### src/tlpd_pkg.sv
`timescale 1ns / 1ps
// ----------------------------------------------------------------------------
// tlpd_pkg
// Shared constants and types for the thermal line packet deframer.
// ----------------------------------------------------------------------------
package tlpd_pkg;

	localparam int PACKET_BYTES    = 164;
	localparam int LINES_PER_FRAME = 60;
	localparam int PIXELS_PER_LINE = 80;
	localparam int PAYLOAD_START   = 4;
	localparam int PAYLOAD_END     = PAYLOAD_START + 2 * PIXELS_PER_LINE;

	localparam logic [3:0] DISCARD_NIBBLE = 4'hF;

	localparam logic [7:0] LAST_POS    = 8'(PACKET_BYTES - 1);
	localparam logic [7:0] ID_POS      = 8'd0;
	localparam logic [7:0] NUMBER_POS  = 8'd1;
	localparam logic [7:0] PAY_START_B = 8'(PAYLOAD_START);
	localparam logic [8:0] PAY_END_B   = 9'(PAYLOAD_END);
	localparam logic [7:0] LINES_B     = 8'(LINES_PER_FRAME);
	localparam logic [7:0] DONE_LINE_B = 8'(LINES_PER_FRAME - 1);

	typedef struct packed {
		logic        pixel_valid;
		logic [5:0]  row;
		logic [6:0]  column;
		logic [15:0] pixel;
		logic        frame_done;
	} result_t;

endpackage

### src/tlpd_in_reg.sv
`timescale 1ns / 1ps
// ----------------------------------------------------------------------------
// tlpd_in_reg
// Input word register; holds one received byte until the parser takes it.
// ----------------------------------------------------------------------------
module tlpd_in_reg (
	input  logic       clk,
	input  logic       arst_n,
	input  logic [7:0] rx_byte,
	input  logic       byte_valid,
	output logic       byte_stall,
	input  logic       advance,
	output logic [7:0] byte_s1,
	output logic       fire
);

	logic valid_s1;

	assign fire       = valid_s1 & advance;
	assign byte_stall = valid_s1 & ~advance;

	always_ff @(posedge clk or negedge arst_n) begin
		if (!arst_n) begin
			valid_s1 <= 1'b0;
		end else if (!byte_stall) begin
			valid_s1 <= byte_valid;
		end
	end

	always_ff @(posedge clk) begin
		if (byte_valid && !byte_stall) begin
			byte_s1 <= rx_byte;
		end
	end

endmodule

### src/tlpd_parser.sv
`timescale 1ns / 1ps
// ----------------------------------------------------------------------------
// tlpd_parser
// Packet position tracking, header capture and pixel assembly.
// ----------------------------------------------------------------------------
module tlpd_parser (
	input  logic              clk,
	input  logic              arst_n,
	input  logic              fire,
	input  logic [7:0]        byte_s1,
	output tlpd_pkg::result_t res,
	output logic              res_hit
);

	logic [7:0] pos_q;
	logic       discard_q;
	logic [7:0] pkt_num_q;
	logic [7:0] high_q;

	logic [7:0] off;
	logic       in_payload;
	logic       pix;
	logic       done;

	assign off        = pos_q - tlpd_pkg::PAY_START_B;
	assign in_payload = (pos_q >= tlpd_pkg::PAY_START_B) &&
	                    ({1'b0, pos_q} < tlpd_pkg::PAY_END_B);

	always_comb begin
		pix  = in_payload && off[0] && !discard_q && (pkt_num_q < tlpd_pkg::LINES_B);
		done = (pos_q == tlpd_pkg::LAST_POS) && !discard_q &&
		       (pkt_num_q >= tlpd_pkg::DONE_LINE_B);
		res.pixel_valid = pix;
		res.row         = pix ? pkt_num_q[5:0] : 6'd0;
		res.column      = pix ? off[7:1] : 7'd0;
		res.pixel       = pix ? {high_q, byte_s1} : 16'd0;
		res.frame_done  = done;
		res_hit         = pix | done;
	end

	always_ff @(posedge clk or negedge arst_n) begin
		if (!arst_n) begin
			pos_q     <= 8'd0;
			discard_q <= 1'b0;
			pkt_num_q <= 8'd0;
			high_q    <= 8'd0;
		end else if (fire) begin
			pos_q <= (pos_q >= tlpd_pkg::LAST_POS) ? 8'd0 : pos_q + 8'd1;
			if (pos_q == tlpd_pkg::ID_POS) begin
				discard_q <= (byte_s1[3:0] == tlpd_pkg::DISCARD_NIBBLE);
			end
			if (pos_q == tlpd_pkg::NUMBER_POS) begin
				pkt_num_q <= byte_s1;
			end
			// even payload offset: first byte of a pixel pair
			if (in_payload && !off[0]) begin
				high_q <= byte_s1;
			end
		end
	end

endmodule

### src/tlpd_out_reg.sv
`timescale 1ns / 1ps
// ----------------------------------------------------------------------------
// tlpd_out_reg
// Result register; loads whenever empty or the word is being taken.
// ----------------------------------------------------------------------------
module tlpd_out_reg (
	input  logic              clk,
	input  logic              arst_n,
	input  logic              fire,
	input  tlpd_pkg::result_t res,
	input  logic              res_hit,
	output logic              advance,
	output logic              result_valid,
	input  logic              result_stall,
	output tlpd_pkg::result_t res_s2
);

	logic valid_s2;

	assign advance      = ~valid_s2 | ~result_stall;
	assign result_valid = valid_s2;

	always_ff @(posedge clk or negedge arst_n) begin
		if (!arst_n) begin
			valid_s2 <= 1'b0;
		end else if (advance) begin
			valid_s2 <= fire & res_hit;
		end
	end

	always_ff @(posedge clk) begin
		if (advance && fire && res_hit) begin
			res_s2 <= res;
		end
	end

endmodule

### src/thermal_line_packet_deframer.sv
`timescale 1ns / 1ps
// ----------------------------------------------------------------------------
// thermal_line_packet_deframer
// A byte is held in the input register, and its result word in the result register.
// Throughput: one byte per cycle while result_stall is low; a waiting result
// stalls the input side once the input register holds a byte.
// Reset (arst_n low): packet position, header state and the valid flags of
// both registers clear; after reset the stream is taken as packet-aligned.
// ----------------------------------------------------------------------------
module thermal_line_packet_deframer (
	input  logic        clk,
	input  logic        arst_n,
	input  logic [7:0]  rx_byte,
	input  logic        byte_valid,
	output logic        byte_stall,
	output logic        result_valid,
	input  logic        result_stall,
	output logic        pixel_valid,
	output logic [5:0]  row,
	output logic [6:0]  column,
	output logic [15:0] pixel,
	output logic        frame_done
);

	logic              advance;
	logic              fire;
	logic [7:0]        byte_s1;
	tlpd_pkg::result_t res;
	logic              res_hit;
	tlpd_pkg::result_t res_s2;

	tlpd_in_reg u_in (
		.clk        (clk),
		.arst_n     (arst_n),
		.rx_byte    (rx_byte),
		.byte_valid (byte_valid),
		.byte_stall (byte_stall),
		.advance    (advance),
		.byte_s1    (byte_s1),
		.fire       (fire)
	);

	tlpd_parser u_parser (
		.clk     (clk),
		.arst_n  (arst_n),
		.fire    (fire),
		.byte_s1 (byte_s1),
		.res     (res),
		.res_hit (res_hit)
	);

	tlpd_out_reg u_out (
		.clk          (clk),
		.arst_n       (arst_n),
		.fire         (fire),
		.res          (res),
		.res_hit      (res_hit),
		.advance      (advance),
		.result_valid (result_valid),
		.result_stall (result_stall),
		.res_s2       (res_s2)
	);

	assign pixel_valid = res_s2.pixel_valid;
	assign row         = res_s2.row;
	assign column      = res_s2.column;
	assign pixel       = res_s2.pixel;
	assign frame_done  = res_s2.frame_done;

endmodule

### config.mk
export PLATFORM = sky130hd
export DESIGN_NAME = thermal_line_packet_deframer
export DESIGN_NICKNAME = d
export VERILOG_FILES = /design/src/tlpd_pkg.sv /design/src/tlpd_in_reg.sv /design/src/tlpd_parser.sv /design/src/tlpd_out_reg.sv /design/src/thermal_line_packet_deframer.sv
export SDC_FILE = /design/constraint.sdc
export NUM_CORES = 1
export LEC_CHECK = 0
export BUFFER_PORTS_ARGS = -buffer_cell sky130_fd_sc_hd__buf_2
export CAP_MARGIN = 5
export CORE_MARGIN = 2
export CORE_UTILIZATION = 45
export DETAILED_ROUTE_END_ITERATION = 8
export PLACE_DENSITY_LB_ADDON = 0.15
export SLEW_MARGIN = 20
export SYNTH_ARGS = -nofsm -noshare
export SYNTH_HDL_FRONTEND = slang
export SYNTH_HIERARCHICAL = 1
export SYNTH_SLANG_ARGS = --single-unit
### constraint.sdc
create_clock -name clk -period 3.8 [get_ports clk]
set_clock_uncertainty 0.05 [all_clocks]
set_input_delay 0.76 -clock clk [delete_from_list [all_inputs] [get_ports clk]]
set_output_delay 0.76 -clock clk [all_outputs]
set_load 0.05 [all_outputs]
==> impl_summary.md <==
Clock tree
The post-cts sizing count is 0. The clock slew seen by the registers of the worst setup and hold paths is 0.07 ns. No sink is reached through more buffers than the 2 on the longest clock path. The setup fix buffers added after clock tree synthesis is 0. The H-tree was split into 3 levels. CTS placed an instance of sky130_fd_sc_hd__clkbuf_8 at the clock tree root. The clock sink count is 66.

The TritonCTS clock tree is yes. The clock buffer count from CTS is 9. In this run, post-CTS hold repair placed 0 buffers. The later pin in the worst-skew pair is clocked with a latency of 0.34 ns.

Placed design
The count of buffers inserted at the top-level ports is 44. In this run, placement finished with an instance count of slightly above 300. The congestion estimate from routability-driven global placement came to 0.818. Summed over all nets, the half-perimeter wirelength after detailed placement is around 3400 um. Timing analysis after detailed placement gives a worst setup slack of 0.769 ns.

Critical path
STA classifies the critical path endpoint as a flip-flop. By startpoint and endpoint, the worst setup path is classified as flip-flop to flip-flop. The setup slack of the most critical reg-to-reg path is about 0.76 ns. The data required time of the worst path is 3.80 ns. The critical-path cell with the highest stage delay is sky130_fd_sc_hd__or4b_1. For this run, the slowest stage of the critical path takes between 0.5 and 0.6 ns.

STA puts the critical path data arrival time at 3.04 ns. The largest driver fanout on the critical path is 31. Together, buffers and inverters on the worst path number 3. Among cell families on the critical path, the largest total delay comes from simple AND/OR/NAND/NOR gates. The critical path goes through inv_1 -> ha_1 -> or4b_1 -> a211oi_2 -> or3_1 -> inv_4 -> or2_1 -> nand2_1 -> a21oi_2 -> buf_4. The kind of start point of the critical path is a flip-flop.

Yosys
The proportion of register bits with asynchronous set or reset after synthesis is 0.409. The mapped netlist covers 2850 sq um. The number of storage elements in the synthesis netlist is 66. Summed over all instances, the cell type with the most area after synthesis is sky130_fd_sc_hd__edfxtp_1.

The most used flip-flop cell after synthesis is sky130_fd_sc_hd__edfxtp_1. The count of mapped cells out of synthesis is 199. The number of different library cells in the post-synthesis netlist is 43. The average instance in the mapped netlist occupies 14.3 sq um. The post-synthesis sequential area ratio is 0.649. By count the netlist is led by sky130_fd_sc_hd__edfxtp_1, sky130_fd_sc_hd__dfrtp_1, sky130_fd_sc_hd__and2_4, sky130_fd_sc_hd__mux2_2, sky130_fd_sc_hd__nand2_1.

In the post-synthesis netlist, the biggest area contributors are sky130_fd_sc_hd__edfxtp_1, sky130_fd_sc_hd__dfrtp_1, sky130_fd_sc_hd__mux2_2. The library cell with the highest instance count after synthesis is sky130_fd_sc_hd__edfxtp_1. The number of synthesis warnings is 6. The area share of the leading cell type in the synthesized netlist is 0.411.

The number of nets handed over by synthesis was 217. In this run, synthesis inferred 39 flip-flops with an integrated enable.

STA
The final count of negative-setup-slack endpoints is 0. Setup repair after global routing left no endpoint under its margin. Headroom to the max-slew limit came out at 0.591. The ratio of final minimum period to clock period is 0.800. The final-report max-slew violation count is 0. Adding up every negative setup slack in the final design gives 0 ns. The number of failing hold endpoints at the final stage is 0.

The smallest clock period supported by the final layout is computed as 3.04 ns. For this run, the top clock speed supported by timing is 329 MHz. The setup slack after layout is 0.760 ns. The pin slew with the least headroom to its limit is approximately 0.61 ns.

GRT
The number of global-route vias before repair came to 1668. The residual overflow from global routing is 0. Entering global routing, the biggest net connects 32 pins.

In the global route stage, overall resource usage came out at 0.152. The first global-routing pass estimated 8230 um of wire. The initial antenna violation count is 0.

Hold path
The path class of the tightest hold or removal check is input pin to asynchronous set/reset pin.

Run
The number of max-cap violations is 0.

Drt
The first routing iteration left 66 violations. In the routed design, unresolved DRC markers number 0. The post-detailed-route wirelength per cell is 15.1 um. The number of antenna-violating nets in the routed design is 0.

After detailed routing, the total wire length is 4920 um. The via count is around 1700. The length of the first detailed-routing pass in iterations is 4.

Dividing the detail-routed via count by the number of cells gives approximately 5.

Floorplan
The row count is 28. From bottom edge to top edge, the die measures 83.6 um. The die is around 84 um wide. The initial utilization of the core area, before any placement, comes to 0.473. The die area is 6980 sq um. In this run the count of I/O pins placed on the die edge is 45. The core box area is 6030 sq um.

Power and ir drop
The total power is ~2700 uW. The total power per unit cell area is 821 nW/um^2. In this run the static leakage power is 0.00138 uW. Across the VDD grid, the largest voltage drop is 376 uV.

Finish
The proportion of layout cells with a drive suffix above 1 is 0.402. The final-stage net count is about 260. The area growth from synthesis to final layout is 14.9%. Measured on the finished design, the core utilization comes to 0.543.

The finished layout holds 326 standard cells, fillers aside. The number of antenna diodes in the final layout is 0.

Outcome
The flow ran to the end, and the final reports show no timing, DRC or antenna violations.
## cells in the final DEF (no fill, tap or decap), types with 2 or more instances in the layout
cell | netlist | final
sky130_fd_sc_hd__nand3b_1 | 2 | 2
sky130_fd_sc_hd__nand4_1 | 2 | 2
sky130_fd_sc_hd__buf_4 | 3 | 2
sky130_fd_sc_hd__nand2_1 | 8 | 8
sky130_fd_sc_hd__xnor2_1 | 3 | 3
sky130_fd_sc_hd__clkinv_2 | 0 | 2
sky130_fd_sc_hd__buf_2 | 1 | 44
sky130_fd_sc_hd__edfxtp_1 | 39 | 39
sky130_fd_sc_hd__clkinv_4 | 0 | 3
sky130_fd_sc_hd__o22ai_1 | 2 | 2
sky130_fd_sc_hd__nand4b_1 | 2 | 2
sky130_fd_sc_hd__inv_1 | 5 | 5
sky130_fd_sc_hd__a21oi_1 | 7 | 6
sky130_fd_sc_hd__o2bb2ai_1 | 2 | 2
sky130_fd_sc_hd__clkbuf_8 | 0 | 9
sky130_fd_sc_hd__mux2_2 | 16 | 16
sky130_fd_sc_hd__ha_1 | 6 | 6
sky130_fd_sc_hd__nand3_1 | 2 | 2
sky130_fd_sc_hd__nand2b_1 | 7 | 7
sky130_fd_sc_hd__and2_1 | 7 | 7
sky130_fd_sc_hd__nor2_1 | 7 | 7
sky130_fd_sc_hd__and2_4 | 18 | 18
sky130_fd_sc_hd__or4b_1 | 2 | 2
sky130_fd_sc_hd__o21ai_0 | 7 | 7
sky130_fd_sc_hd__dfrtp_1 | 27 | 27
## final timing paths
check / start / end / depth (start not counted)
worst max-delay path: u_parser/pos_q[2] / u_out/res_s2[26] / 10
worst min-delay path: arst_n / u_parser/pos_q[5] / 1
worst max register to register: u_parser/pos_q[2] / u_out/res_s2[26] / 10
min in group clk: u_parser/high_q[3] / u_parser/high_q[3] / 1
max in group asynchronous: arst_n / u_parser/high_q[2] / 1
worst min register to register: u_parser/high_q[3] / u_parser/high_q[3] / 1
## state kept, by name, indices dropped and copies added (netlist names)
name                flops
u_in/byte_s1            8
u_parser/discard_q      1
u_out/result_valid      1
u_parser/pos_q          8
u_parser/pkt_num_q      8
u_in/valid_s1           1
u_out/res_s2           31
u_parser/high_q         8
## through the flow
| step | hold WS (ns) | cell area (sq um) |
|---|---|---|
| floorplan | 0.414 | 2850 |
| global placement | 0.433 | 3100 |
| detailed placement | 0.437 | 3100 |
| CTS | 0.385 | 3270 |
| global route | 0.417 | 3270 |
| finish | 0.377 | 3270 |
## metal layers
| metal | vias to the layer above | GRT usage | share of wire | wire, um |
|---|---|---|---|---|
| li1 | 800 | - | - | - |
| met4 | 0 | 0.0880 | 0.022 | 106 |
| met3 | 11 | 0.0326 | 0.031 | 154 |
| met5 | - | 0 | 0 | 0 |
| met2 | 32 | 0.241 | 0.48 | 2350 |
| met1 | 811 | 0.194 | 0.47 | 2310 |
## final cells by class
class,instances,area [sq um]
clock buffer,10,128
multi-input combinational,117,898
fill,528,2760
clock inverter,6,43.8
inverter,6,25.0
tap,75,93.8
sequential,66,1850
timing repair buffer,46,235
## where the power goes
| part | switching [uW] | internal, uW |
|---|---|---|
| Combinational | 671 | 345 |
| Sequential | 128 | 1030 |
| Clock | 275 | 238 |
## logic make-up after synthesis
| family | Yosys count | share of synthesized area |
|---|---|---|
| AND/OR/NAND/NOR | 69 | 0.163 |
| flip-flops | 66 | 0.649 |
| AO/OA/AOI/OAI | 22 | 0.0488 |
| multiplexers | 17 | 0.0668 |
| buffers and inverters | 16 | 0.0373 |
| adder cells (fa/ha/maj) | 6 | 0.0264 |
| XOR/XNOR | 3 | 0.00923 |
No activity file was read; power rests on OpenSTA's default activity.
